## config.mk

```make
export PLATFORM = sky130hd
export DESIGN_NAME = ptft_cfg
export DESIGN_NICKNAME = d
export VERILOG_FILES = /design/src/sv/ptft_pkg.sv /design/src/sv/ptft_cfg.sv
export SDC_FILE = /design/constraint.sdc
export NUM_CORES = 1
export LEC_CHECK = 0
export ABC_AREA = 1
export BUFFER_PORTS_ARGS = -buffer_cell sky130_fd_sc_hd__buf_2
export CAP_MARGIN = 20
export CORE_AREA = 2 2 100 54
export DETAILED_ROUTE_END_ITERATION = 10
export DIE_AREA = 0 0 102 56
export PLACE_DENSITY = 0.85
export SLEW_MARGIN = 20
export SYNTH_ARGS = -nofsm -noshare
export SYNTH_HDL_FRONTEND = slang
export SYNTH_SLANG_ARGS = --single-unit
export TNS_END_PERCENT = 10
```

## constraint.sdc

```tcl
create_clock -name clk -period 2.1 [get_ports clk]
set_clock_uncertainty 0.15 [all_clocks]
set_input_delay 0.63 -clock clk [delete_from_list [all_inputs] [get_ports clk]]
set_output_delay 0.63 -clock clk [all_outputs]
set_load 0.02 [all_outputs]
```

## src/sv/ptft_pkg.sv

```systemverilog
// Shared types and constants for the FIFO page-replacement translator.
// Holds the item structs, configuration fields, status and register codes.
// No dependencies; every other file but ptft_ram imports this package.
package ptft_pkg;

  // Field widths fixed by the item formats
  localparam int PAGE_W       = 10;
  localparam int OFFSET_W     = 22;
  localparam int STATUS_W     = 3;
  localparam int FRAME_W      = 6;
  localparam int CNT_W        = 32;
  localparam int NUM_PAGES_W  = 11;
  localparam int NUM_FRAMES_W = 7;
  localparam int OFF_LIMIT_W  = 23;

  // Default sizes of the two tables
  localparam int MAX_PAGES_DEF  = 1024;
  localparam int MAX_FRAMES_DEF = 64;

  // Configuration port geometry
  localparam int CFG_ADDR_W = 4;
  localparam int CFG_DATA_W = 32;
  localparam int REG_IDX_W  = 2;

  // Register indexes
  localparam logic [REG_IDX_W-1:0] REG_NUM_PAGES    = 2'd0;
  localparam logic [REG_IDX_W-1:0] REG_NUM_FRAMES   = 2'd1;
  localparam logic [REG_IDX_W-1:0] REG_OFFSET_LIMIT = 2'd2;

  // Register reset values
  localparam logic [NUM_PAGES_W-1:0]  NUM_PAGES_RST    = 11'd1024;
  localparam logic [NUM_FRAMES_W-1:0] NUM_FRAMES_RST   = 7'd64;
  localparam logic [OFF_LIMIT_W-1:0]  OFFSET_LIMIT_RST = 23'd2048;

  // Result status codes
  localparam logic [STATUS_W-1:0] ST_HIT_OK     = 3'd0;
  localparam logic [STATUS_W-1:0] ST_HIT_BAD    = 3'd1;
  localparam logic [STATUS_W-1:0] ST_LOAD_FREE  = 3'd2;
  localparam logic [STATUS_W-1:0] ST_LOAD_EVICT = 3'd3;
  localparam logic [STATUS_W-1:0] ST_FAULT_BAD  = 3'd4;
  localparam logic [STATUS_W-1:0] ST_BAD_PAGE   = 3'd5;

  typedef struct packed {
    logic [PAGE_W-1:0]   page_number;
    logic [OFFSET_W-1:0] offset;
  } in_item_t;

  typedef struct packed {
    logic [STATUS_W-1:0] status;
    logic [FRAME_W-1:0]  frame_number;
    logic [OFFSET_W-1:0] offset_out;
    logic [PAGE_W-1:0]   evicted_page;
    logic [CNT_W-1:0]    fault_count;
    logic [CNT_W-1:0]    request_count;
  } out_item_t;

  typedef struct packed {
    logic [NUM_PAGES_W-1:0]  num_pages;
    logic [NUM_FRAMES_W-1:0] num_frames;
    logic [OFF_LIMIT_W-1:0]  offset_limit;
  } cfg_regs_t;

endpackage

```

## src/sv/ptft_cfg.sv

```systemverilog
// APB-style configuration registers: page count, frame count, offset limit.
// Depends on ptft_pkg for register codes, widths and reset values.
module ptft_cfg import ptft_pkg::*; (
  input  logic                  clk,
  input  logic                  rst_n,
  input  logic                  cfg_psel,
  input  logic                  cfg_penable,
  input  logic                  cfg_pwrite,
  input  logic [CFG_ADDR_W-1:0] cfg_paddr,
  input  logic [CFG_DATA_W-1:0] cfg_pwdata,
  output logic [CFG_DATA_W-1:0] cfg_prdata,
  output logic                  cfg_pready,
  output cfg_regs_t             cfg
);

  cfg_regs_t              regs_r, regs_nxt;
  logic [REG_IDX_W-1:0]   idx;
  logic                   wr_xfer;

  assign idx        = cfg_paddr[CFG_ADDR_W-1:2];
  assign cfg_pready = 1'b1;
  assign wr_xfer    = cfg_psel & cfg_penable & cfg_pwrite & cfg_pready;

  // Decode the write transfer
  always_comb begin
    regs_nxt = regs_r;
    if (wr_xfer) begin
      unique case (idx)
        REG_NUM_PAGES:    regs_nxt.num_pages    = cfg_pwdata[NUM_PAGES_W-1:0];
        REG_NUM_FRAMES:   regs_nxt.num_frames   = cfg_pwdata[NUM_FRAMES_W-1:0];
        REG_OFFSET_LIMIT: regs_nxt.offset_limit = cfg_pwdata[OFF_LIMIT_W-1:0];
        default:          regs_nxt = regs_r;
      endcase
    end
  end

  // Read mux
  always_comb begin
    unique case (idx)
      REG_NUM_PAGES:    cfg_prdata = CFG_DATA_W'(regs_r.num_pages);
      REG_NUM_FRAMES:   cfg_prdata = CFG_DATA_W'(regs_r.num_frames);
      REG_OFFSET_LIMIT: cfg_prdata = CFG_DATA_W'(regs_r.offset_limit);
      default:          cfg_prdata = '0;
    endcase
  end

  always_ff @(posedge clk) begin
    if (!rst_n) begin
      regs_r.num_pages    <= NUM_PAGES_RST;
      regs_r.num_frames   <= NUM_FRAMES_RST;
      regs_r.offset_limit <= OFFSET_LIMIT_RST;
    end else begin
      regs_r <= regs_nxt;
    end
  end

  assign cfg = regs_r;

endmodule

```

After elaboration in Yosys (flattened, before gate mapping). Cells that the tools add are included.

Logic and storage cells: 12. Register bits after elaboration: 41.

Equal/unequal tests: 2. Multiplexer cells: 1. Reductions and logical operators: 4. Bitwise logic cells: 2.

Operators with widths (number): $pmux 23 s3 (1); $reduce_and 2->1 (3); $and 1x1->1 (2); $eq 2x1->1 const B (1); $eq 2x2->1 const B (1); $logic_not 2->1 (1).

Longest topological paths before layout. Gate-level depths: netlist (run 1).

Depth in word-level cells: 3. Depth in mapped cells: 7. Gate-level depth less buffers: 5.

Worst setup path after synthesis (run 1). No wires, ideal clock.

Path kind: input -> output. Start: in cfg_paddr[3]. End: out cfg_prdata[10]. Cell stages on the path: 3. Setup slack: -0.017 ns. Data arrival time: 1.337 ns. Cell sequence: nor2_1 > clkbuf_1 > a22o_1.

Word-level cells in the longest chain between the ends: 2.

RTL lines: start: declaration (line ptft_cfg.sv:9) `input logic [CFG_ADDR_W-1:0] cfg_paddr,`; $eq 2x2->1 (tied with other cells) (line ptft_cfg.sv:39) `unique case (idx)`; $pmux 23 s3 (*) (line ptft_cfg.sv:39); end: declaration (line ptft_cfg.sv:11) `output logic [CFG_DATA_W-1:0] cfg_prdata,`.

Mark *: on every way between the ends. The rest lies on a longest branch, timed or not.

Worst setup path after layout (run 1).
Start: in cfg_paddr[2]. End: out cfg_prdata[10].

Same word-level chain as after synthesis.

==> impl_metrics.py, run 1 <==
metrics = {
    "synth": {
        "muxShareOfSynthArea_pct": 0,
        "ys_top_cells_by_area": "dfxtp_1 (40%), nor2_1 (17%), nand3_1 (12%)",
        "ys_types": 16,
        "netlist_instances": 326,
        "synth_xor_area_share_pct": 0,
        "synth_compound_area_share_pct": 2.43,
        "seq_area_frac_synth_pct": 39.8,
        "synth_adder_area_share_pct": 0,
        "synth_top_family_by_area": "simple AND/OR/NAND/NOR gates",
        "syn_area_per_cell_um2": 6.33,
        "synth_ff_type": "dfxtp_1",
        "synth-simple-area-share_pct": 42.2,
        "synth_warnings": 0,
        "async_flop_share_pct": 0,
        "yosys.area.top_type_share_pct": 39.8,
        "yosys.area.top_type": "dfxtp_1",
        "syn_area_um2": 2060,
        "synth_edf_count": 0,
        "ys_ff_latch": 41,
    },
    "floorplan": {
        "ioPinCount": 115,
        "core_area_um2": 4770,
        "dieArea_um2": 5710,
        "rows": 18,
        "die_w_um": 102,
        "die_h_um": 56,
        "start_util_pct": 43.2,
    },
    "cts": {
        "cts_root_buf": "clkbuf_8",
        "cts_tree": "built",
        "postCtsHoldBufs": 0,
        "cts_num_sinks": 41,
        "clk_latency_ns": 0.29,
        "cts-buffers-inserted": 5,
        "clkTransAtPathRegs_ns": 0.07,
        "cts-htree-levels": 2,
        "clk_path_buf_depth": 2,
    },
    "hold_path": {
        "min_path_type": "reg -> reg",
    },
    "sta": {
        "final_max_slew_viol_count": 0,
        "max_freq_mhz": 471,
        "fin_ws_ns": -0.0244,
        "period_share_pct": 101,
        "setup_viol": 7,
        "worst_hold_slack_ns": 0.350,
        "hold_viol": 0,
        "min_period_ns": 2.12,
        "grt_setup_unrepaired": "true",
    },
    "worst_setup_path": {
        "reg2reg_depth": 2,
        "setup.worst_path.end_class": "output pin",
        "crit_type": "in -> out",
        "arrival_ns": 1.34,
        "crit_start": "cfg_paddr[2]",
        "rr_startpoint": "cfg[37]",
        "required_ns": 1.32,
        "startpoint_type": "input pin",
        "timing.rr.end": "cfg[37]",
        "reg2reg_slack_ns": 1.32,
        "cp_max_fo": 7,
        "worstSetupEndpoint": "cfg_prdata[10]",
    },
    "layout": {
        "layout.nets": 467,
        "largest_reg_flops": 41,
        "n_antenna_cell": 0,
        "areaGrowthSynthToFinish_pct": 41.7,
        "design_area_um2": 2920,
        "layout-drive-gt1-share_pct": 31.4,
    },
    "routing": {
        "drt_iter0_markers": 73,
        "routed_via_density": 4.56,
        "wl_met2_mm": 2.68,
        "post_drt_wl_per_cell_um": 12.0,
        "drc_errors": 0,
        "wl_mm": 5.95,
        "ant_nets": 0,
        "routed-via-count": 2264,
        "dr_wl_met3_um": 323,
        "top_layer_used": "met4",
        "first_pass_iters": 6,
        "wirelength_met1_mm": 2.90,
    },
    "place": {
        "portBuffers": 93,
        "gp_congestion": 0.796,
        "hpwl_mm": 4.20,
        "dpl_cell_area_um2": 2670,
    },
    "run_status": {
        "violations": "setup timing",
        "status": "finished, violations left",
    },
    "global_route": {
        "grt_antenna_before_repair": 0,
        "grt_start_max_net_pins": 39,
        "grt_overflow_total": 0,
        "grt_pass1_vias": 1969,
        "grt_pass1_wl_mm": 9.08,
        "grt_usage_pct": 20.2,
    },
    "power": {
        "ir_drop_mv": 0.327,
        "cellLeakagePower_nw": 1.54,
        "powerDensity_nw_per_um2": 542,
    },
    "flow_run": {
        "max_cap_viol_count": 0,
    },
}
[final cells by class]
type	instances	area, um2
well taps	70	87.6
inverters	37	144
clock buffers	8	80.1
flip-flops and latches	41	821
multi-input cells	227	1000
repair buffers	114	786
fillers	477	1850
[cell families (layout without fill, tap and decap cells)]
| kind of cell | after synthesis | after routing |
|---|---|---|
| DFF | 41 | 41 |
| and+or+nand+nor | 210 | 210 |
| other | 2 | 10 |
| AOI/OAI and AO/OA | 7 | 7 |
| buffers and inverters | 66 | 159 |
[worst max-delay path, stage by stage]
cell and delay (ns):
buf_12 0.11, nor2_4 0.15, buf_6 0.17, a22o_1 0.16
buf_6 0.12
[worst min path at each step]
stage	start	to	slack, ns	depth (start not counted)
2_1_floorplan	cfg[11]	cfg[11]	0.42	2
3_3_place_gp	cfg[11]	cfg[11]	0.33	2
3_5_place_dp	cfg[3]	cfg[3]	0.34	2
4_1_cts	cfg[3]	cfg[3]	0.35	2
5_1_grt	cfg[3]	cfg[3]	0.37	2
6_report	cfg[36]	cfg[36]	0.35	2
[timing repair]
item,CTS,global route
resized for setup,34,12
pin swaps,2,2
buffers inserted,2,0
gates cloned,1,0
hold endpoints to repair,0,0
endpoints found under the setup margin,23,15
[metal layers]
layer	vias to the layer above	global-route usage, %
li1	1167	-
met1	1017	27.6
met2	73	32.5
met3	7	4.77
met4	0	4.19
met5	-	0
[placed cells by master (no fill, tap or decap), types with 3 or more instances in the layout]
master	n
nand3_2	4
nor2_1	90
buf_2	76
clkbuf_1	3
nand2_2	3
clkbuf_8	5
nor2_4	4
nand3_1	45
inv_1	35
nand2_1	62
conb_1	10
buf_4	20
o21ai_0	3
a22o_1	4
dfxtp_1	41
buf_6	12
buf_12	6
[synthesized netlist by cell type, types with 3 or more instances]
master    count
buf_4        15
o21ai_0       3
nand2_1      65
clkbuf_1      5
inv_1        35
a22o_1        4
nor2_1       92
buf_2         8
dfxtp_1      41
nand3_1      49
[power breakdown]
part / total, mW / switching [mW] / leakage, nW / internal [mW]
Sequential: 0.807 / 0.0130 / 0.332 / 0.794
Clock: 0.488 / 0.252 / 0.0395 / 0.236
Combinational: 0.290 / 0.175 / 1.17 / 0.115
[stage by stage]
step / util (%) / setup TNS (ns) / power (mW) / instances / setup WS (ns)
after floorplan: - / 0 / 0.995 / 334 / 0.0890
after global placement: 55.9 / -1.75 / 1.08 / 486 / -0.130
after detailed placement: 55.9 / -2.07 / 1.09 / 486 / -0.150
after CTS: 60.4 / -0.0743 / 1.59 / 497 / -0.0213
after global routing: 61.2 / -0.420 / 1.66 / 497 / -0.0497
final: 61.2 / -0.0910 / 1.59 / 497 / -0.0244
Note: power is estimated with default switching activity, not from simulation.
==> run 2: changes to the inputs <==
Settings changed: CORE_AREA 2 2 100 54 to 2 2 99 53, CTS_BUF_LIST set to sky130_fd_sc_hd__clkbuf_8, DIE_AREA 0 0 102 56 to 0 0 101 55, PLACE_DENSITY 0.85 to 0.87.
Clock period 2.1 ns to 2.03 ns, I/O delays scaled along.
==> impl_metrics.py, run 2 (same netlist as run 1, synthesis figures left out) <==
metrics = {
    "cts": {
        "cts-htree-levels": 2,
        "cts_num_sinks": 41,
        "cts_root_buf": "clkbuf_8",
        "cts_tree": "built",
        "clkTransAtPathRegs_ns": 0.08,
        "cts-buffers-inserted": 5,
        "clk_latency_ns": 0.29,
        "clk_path_buf_depth": 2,
        "postCtsHoldBufs": 0,
    },
    "floorplan": {
        "ioPinCount": 115,
        "die_w_um": 101,
        "rows": 18,
        "die_h_um": 55,
        "dieArea_um2": 5560,
        "start_util_pct": 43.6,
        "core_area_um2": 4730,
    },
    "worst_setup_path": {
        "timing.rr.end": "cfg[29]",
        "reg2reg_slack_ns": 1.25,
        "reg2reg_depth": 2,
        "setup.worst_path.end_class": "output pin",
        "crit_type": "in -> out",
        "startpoint_type": "input pin",
        "required_ns": 1.27,
        "rr_startpoint": "cfg[29]",
        "cp_max_fo": 7,
        "arrival_ns": 1.32,
    },
    "power": {
        "powerDensity_nw_per_um2": 613,
        "ir_drop_mv": 0.305,
        "cellLeakagePower_nw": 1.58,
    },
    "routing": {
        "routed_via_density": 4.57,
        "wl_mm": 5.65,
        "top_layer_used": "met4",
        "wl_met2_mm": 2.53,
        "routed-via-count": 2241,
        "wirelength_met1_mm": 2.66,
        "drt_iter0_markers": 64,
        "dr_wl_met3_um": 425,
        "post_drt_wl_per_cell_um": 11.5,
        "first_pass_iters": 4,
        "ant_nets": 0,
        "drc_errors": 0,
    },
    "layout": {
        "layout.nets": 470,
        "mostFrequentLayoutCells": "nor2_1 (90), buf_2 (79), nand2_1 (60)",
        "final_common_cell": "nor2_1",
        "n_antenna_cell": 0,
        "design_area_um2": 2970,
        "largest_reg_flops": 41,
        "layout-drive-gt1-share_pct": 33.3,
        "areaGrowthSynthToFinish_pct": 43.9,
        "nFillCells": 438,
    },
    "run_status": {
        "status": "finished, violations left",
        "violations": "setup timing",
    },
    "place": {
        "portBuffers": 93,
        "dpl_cell_area_um2": 2650,
        "hpwl_mm": 3.99,
        "place_ws_ns": -0.177,
        "gp_congestion": 0.817,
    },
    "hold_path": {
        "min_path_type": "reg -> reg",
        "holdPathStages": 2,
        "hold_end": "cfg[14]",
        "min-delay-start": "cfg[14]",
    },
    "sta": {
        "max_freq_mhz": 482,
        "period_share_pct": 102,
        "min_period_ns": 2.08,
        "relSlewSlack_pct": 61.8,
        "tightestPinTransition_ns": 0.572,
        "grt_setup_unrepaired": "true",
        "fin_ws_ns": -0.0460,
        "final_max_slew_viol_count": 0,
        "hold_viol": 0,
        "finalSetupTns_ns": -0.290,
        "setup_viol": 9,
        "worst_hold_slack_ns": 0.352,
    },
    "global_route": {
        "grt_overflow_total": 0,
        "grt_usage_pct": 20.6,
        "grt_antenna_before_repair": 0,
        "grt_pass1_vias": 1816,
        "grt_start_max_net_pins": 42,
        "grt_pass1_wl_mm": 8.61,
    },
    "flow_run": {
        "max_cap_viol_count": 0,
    },
}
run 2: changes by cell type in the layout (fill, tap and decap cells not counted), moves of 2 or more:
| cell | before | now |
|---|---|---|
| buf_2 | 76 | 79 |
| nand2_2 | 3 | 5 |
| clkbuf_1 | 3 | 0 |
| nand2_1 | 62 | 60 |
| buf_4 | 20 | 22 |
run 2: repair_timing:
item	4_1_cts	5_1_grt
pin swaps	4	3
resized for setup	34	15
buffers inserted	3	0
endpoints found under the hold margin	0	0
cloned	1	0
setup endpoints to repair	23	23
run 2: cell type report:
type | count | area, um2 | area share [%]
Clock inverter | 2 | 37.5 | 1.26
Multi-Input combinational cell | 227 | 1020 | 34.5
Inverter | 37 | 144 | 4.85
Clock buffer | 6 | 82.6 | 2.78
Timing Repair Buffer | 117 | 785 | 26.4
Sequential cell | 41 | 821 | 27.7
Tap cell | 60 | 75.1 | 2.53
run 2: through the flow:
step,power (mW),instances,util [%]
global placement,1.11,478,56.0
finish,1.82,490,62.8
floorplan,1.03,334,-
CTS,1.82,490,61.5
detailed placement,1.12,478,56.0
global route,1.91,490,62.8
run 2: where the power goes:
| group | switching (mW) | internal [mW] | leakage, nW | total (mW) |
|---|---|---|---|---|
| logic | 0.179 | 0.123 | 1.19 | 0.302 |
| clock network | 0.284 | 0.400 | 0.0574 | 0.683 |
| registers | 0.0137 | 0.821 | 0.332 | 0.835 |
run 2: worst max-delay path, stage by stage:
cell    delay, ns
buf_12       0.11
nor2_4       0.15
buf_6        0.16
a22o_1       0.16
buf_6        0.12
run 2: how the worst max path moves through the flow:
stage	startpoint	endpoint	slack, ns	depth (start not counted)
CTS	cfg_paddr[2]	cfg_prdata[10]	-0.04	5
global route	cfg_paddr[3]	cfg_prdata[10]	-0.1	5
detailed placement	cfg_paddr[3]	cfg_prdata[10]	-0.18	5
finish	cfg_paddr[3]	cfg_prdata[8]	-0.05	5
floorplan	cfg_paddr[2]	cfg_prdata[11]	0.06	4
global placement	cfg_paddr[3]	cfg_prdata[9]	-0.17	5
run 2: routing by layer:
metal / global-route usage [%] / vias up
li1: - / 1169
met3: 5.90 / 5
met5: 0 / -
met4: 5.18 / 0
met1: 28.8 / 990
met2: 31.6 / 77
==> run 3: changes to the inputs <==
Settings changed: SETUP_SLACK_MARGIN set to 0.1.
Clock period 2.03 ns to 2.5 ns, I/O delays scaled along.
==> impl_metrics.py, run 3 (same netlist as run 1, synthesis figures left out) <==
metrics = {
    "worst_setup_path": {
        "slowest_stage": "nor2_4",
        "startpoint_type": "input pin",
        "critPathMostFrequentCell": "buf_6",
        "crit_type": "in -> out",
        "required_ns": 1.60,
        "reg2reg_depth": 2,
        "arrival_ns": 1.55,
        "reg2reg_slack_ns": 1.71,
        "cpPeakStageDelay_ns": 0.15,
        "crit_chain": "buf_6 -> inv_4 -> nor2_4 -> buf_12 -> buf_16 -> a22o_1 -> buf_6",
        "rr_startpoint": "cfg[40]",
        "timing.rr.end": "cfg[40]",
        "setup.worst_path.end_class": "output pin",
        "cp_max_fo": 6,
    },
    "sta": {
        "hold_viol": 0,
        "min_period_ns": 2.45,
        "finalSetupTns_ns": 0,
        "setup_viol": 0,
        "relSlewSlack_pct": 49.8,
        "worst_hold_slack_ns": 0.346,
        "max_freq_mhz": 409,
        "final_max_slew_viol_count": 0,
        "grt_setup_unrepaired": "true",
        "period_share_pct": 97.8,
        "tightestPinTransition_ns": 0.753,
    },
    "floorplan": {
        "ioPinCount": 115,
        "die_w_um": 101,
        "start_util_pct": 43.6,
        "core_area_um2": 4730,
        "rows": 18,
        "die_h_um": 55,
        "dieArea_um2": 5560,
    },
    "global_route": {
        "grt_overflow_total": 0,
        "grt_antenna_before_repair": 0,
        "use_met3_pct": 5.28,
        "grt_start_max_net_pins": 42,
        "top_usage_layer": "met2",
        "met1_usage_pct": 29.7,
        "grt_pass1_vias": 1836,
        "grtUsageMet2_pct": 34.2,
        "grt_pass1_wl_mm": 8.95,
        "grt_usage_pct": 21.4,
    },
    "place": {
        "hpwl_mm": 3.97,
        "dp.cells": 466,
        "gp_congestion": 0.786,
        "portBuffers": 93,
        "dpl_cell_area_um2": 2540,
    },
    "power": {
        "cellLeakagePower_nw": 1.53,
        "powerDensity_nw_per_um2": 500,
        "ir_drop_mv": 0.306,
        "finalPower_mw": 1.44,
    },
    "cts": {
        "cts-htree-levels": 2,
        "cts_tree": "built",
        "clk_path_buf_depth": 2,
        "postCtsHoldBufs": 0,
        "clkTransAtPathRegs_ns": 0.08,
        "cts_root_buf": "clkbuf_8",
        "clk_latency_ns": 0.29,
        "cts_num_sinks": 41,
        "cts-buffers-inserted": 5,
    },
    "routing": {
        "drt_iter0_markers": 107,
        "ant_nets": 0,
        "post_drt_wl_per_cell_um": 12.6,
        "routed-via-count": 2260,
        "wl_mm": 6.05,
        "routed_via_density": 4.69,
        "first_pass_iters": 4,
        "drc_errors": 0,
    },
    "run_status": {
        "status": "finished clean",
    },
    "layout": {
        "largest_reg_flops": 41,
        "nFillCells": 455,
        "layout.nets": 463,
        "design_area_um2": 2880,
        "mostFrequentLayoutCells": "nor2_1 (90), buf_2 (80), nand2_1 (65)",
        "areaGrowthSynthToFinish_pct": 39.8,
        "layout-drive-gt1-share_pct": 30.3,
        "final_common_cell": "nor2_1",
        "layoutNonFillerInstCount": 482,
        "n_antenna_cell": 0,
    },
    "flow_run": {
        "max_cap_viol_count": 0,
    },
    "hold_path": {
        "holdPathStages": 2,
        "min_path_type": "reg -> reg",
        "min-delay-start": "cfg[20]",
        "hold_end": "cfg[20]",
    },
}
[run 3: changes by cell type in the layout (fill, tap and decap cells not counted), moves of 2 or more]
cell	change
buf_4	-7
buf_6	-2
nand2_1	+5
nand2_2	-5
nand3_1	+2
nand3_2	-2
[run 3: layer usage]
metal / share of wire (%) / up-vias
met1: 49 / 1026
met4: 0.56 / 0
met3: 6.3 / 5
met2: 44 / 74
met5: 0 / -
li1: - / 1155
[run 3: final cells by class]
type / count / area, um2 / area share, %
well taps: 60 / 75.1 / 2.60
clock inverters: 2 / 35.0 / 1.22
multi-input cells: 227 / 987 / 34.2
flip-flops and latches: 41 / 821 / 28.5
inverters: 37 / 141 / 4.90
clock buffers: 5 / 68.8 / 2.39
repair buffers: 110 / 754 / 26.2
[run 3: worst max-delay path, delay by kind of cell]
family | cells | cell delay [ns]
simple gates | 1 | 0.15
buf+inv | 5 | 0.49
compound gates | 1 | 0.14
[run 3: report_power, final]
group | switching (mW) | internal (mW) | leakage, nW
sequential | 0.0109 | 0.667 | 0.332
clock | 0.227 | 0.290 | 0.0540
combinational | 0.147 | 0.0998 | 1.15
[run 3: per-stage QoR]
| step | util [%] | worst slack [ns] |
|---|---|---|
| global placement | 53.8 | 0.0188 |
| global route | 61.0 | 0.000846 |
| CTS | 60.8 | 0.0616 |
| floorplan | - | 0.143 |
| detailed placement | 53.8 | 0.00898 |
| finish | 61.0 | 0.0549 |
[run 3: timing repair]
| action | in CTS | in global routing |
|---|---|---|
| pin swaps | 1 | 0 |
| endpoints found under the setup margin | 14 | 23 |
| gates cloned | 3 | 0 |
| resized for setup | 30 | 1 |
| setup buffers | 6 | 0 |
[run 3: how the worst max path moves through the flow]
| stage | endpoint | from | slack, ns |
|---|---|---|---|
| floorplan | cfg_prdata[10] | cfg_paddr[3] | 0.14 |
| global placement | cfg_prdata[10] | cfg_paddr[3] | 0.02 |
| detailed placement | cfg_prdata[6] | cfg_paddr[3] | 0.009 |
| CTS | cfg_prdata[10] | cfg_paddr[3] | 0.06 |
| global route | cfg_prdata[3] | cfg_paddr[3] | 0.0008 |
| finish | cfg_prdata[10] | cfg_paddr[3] | 0.05 |
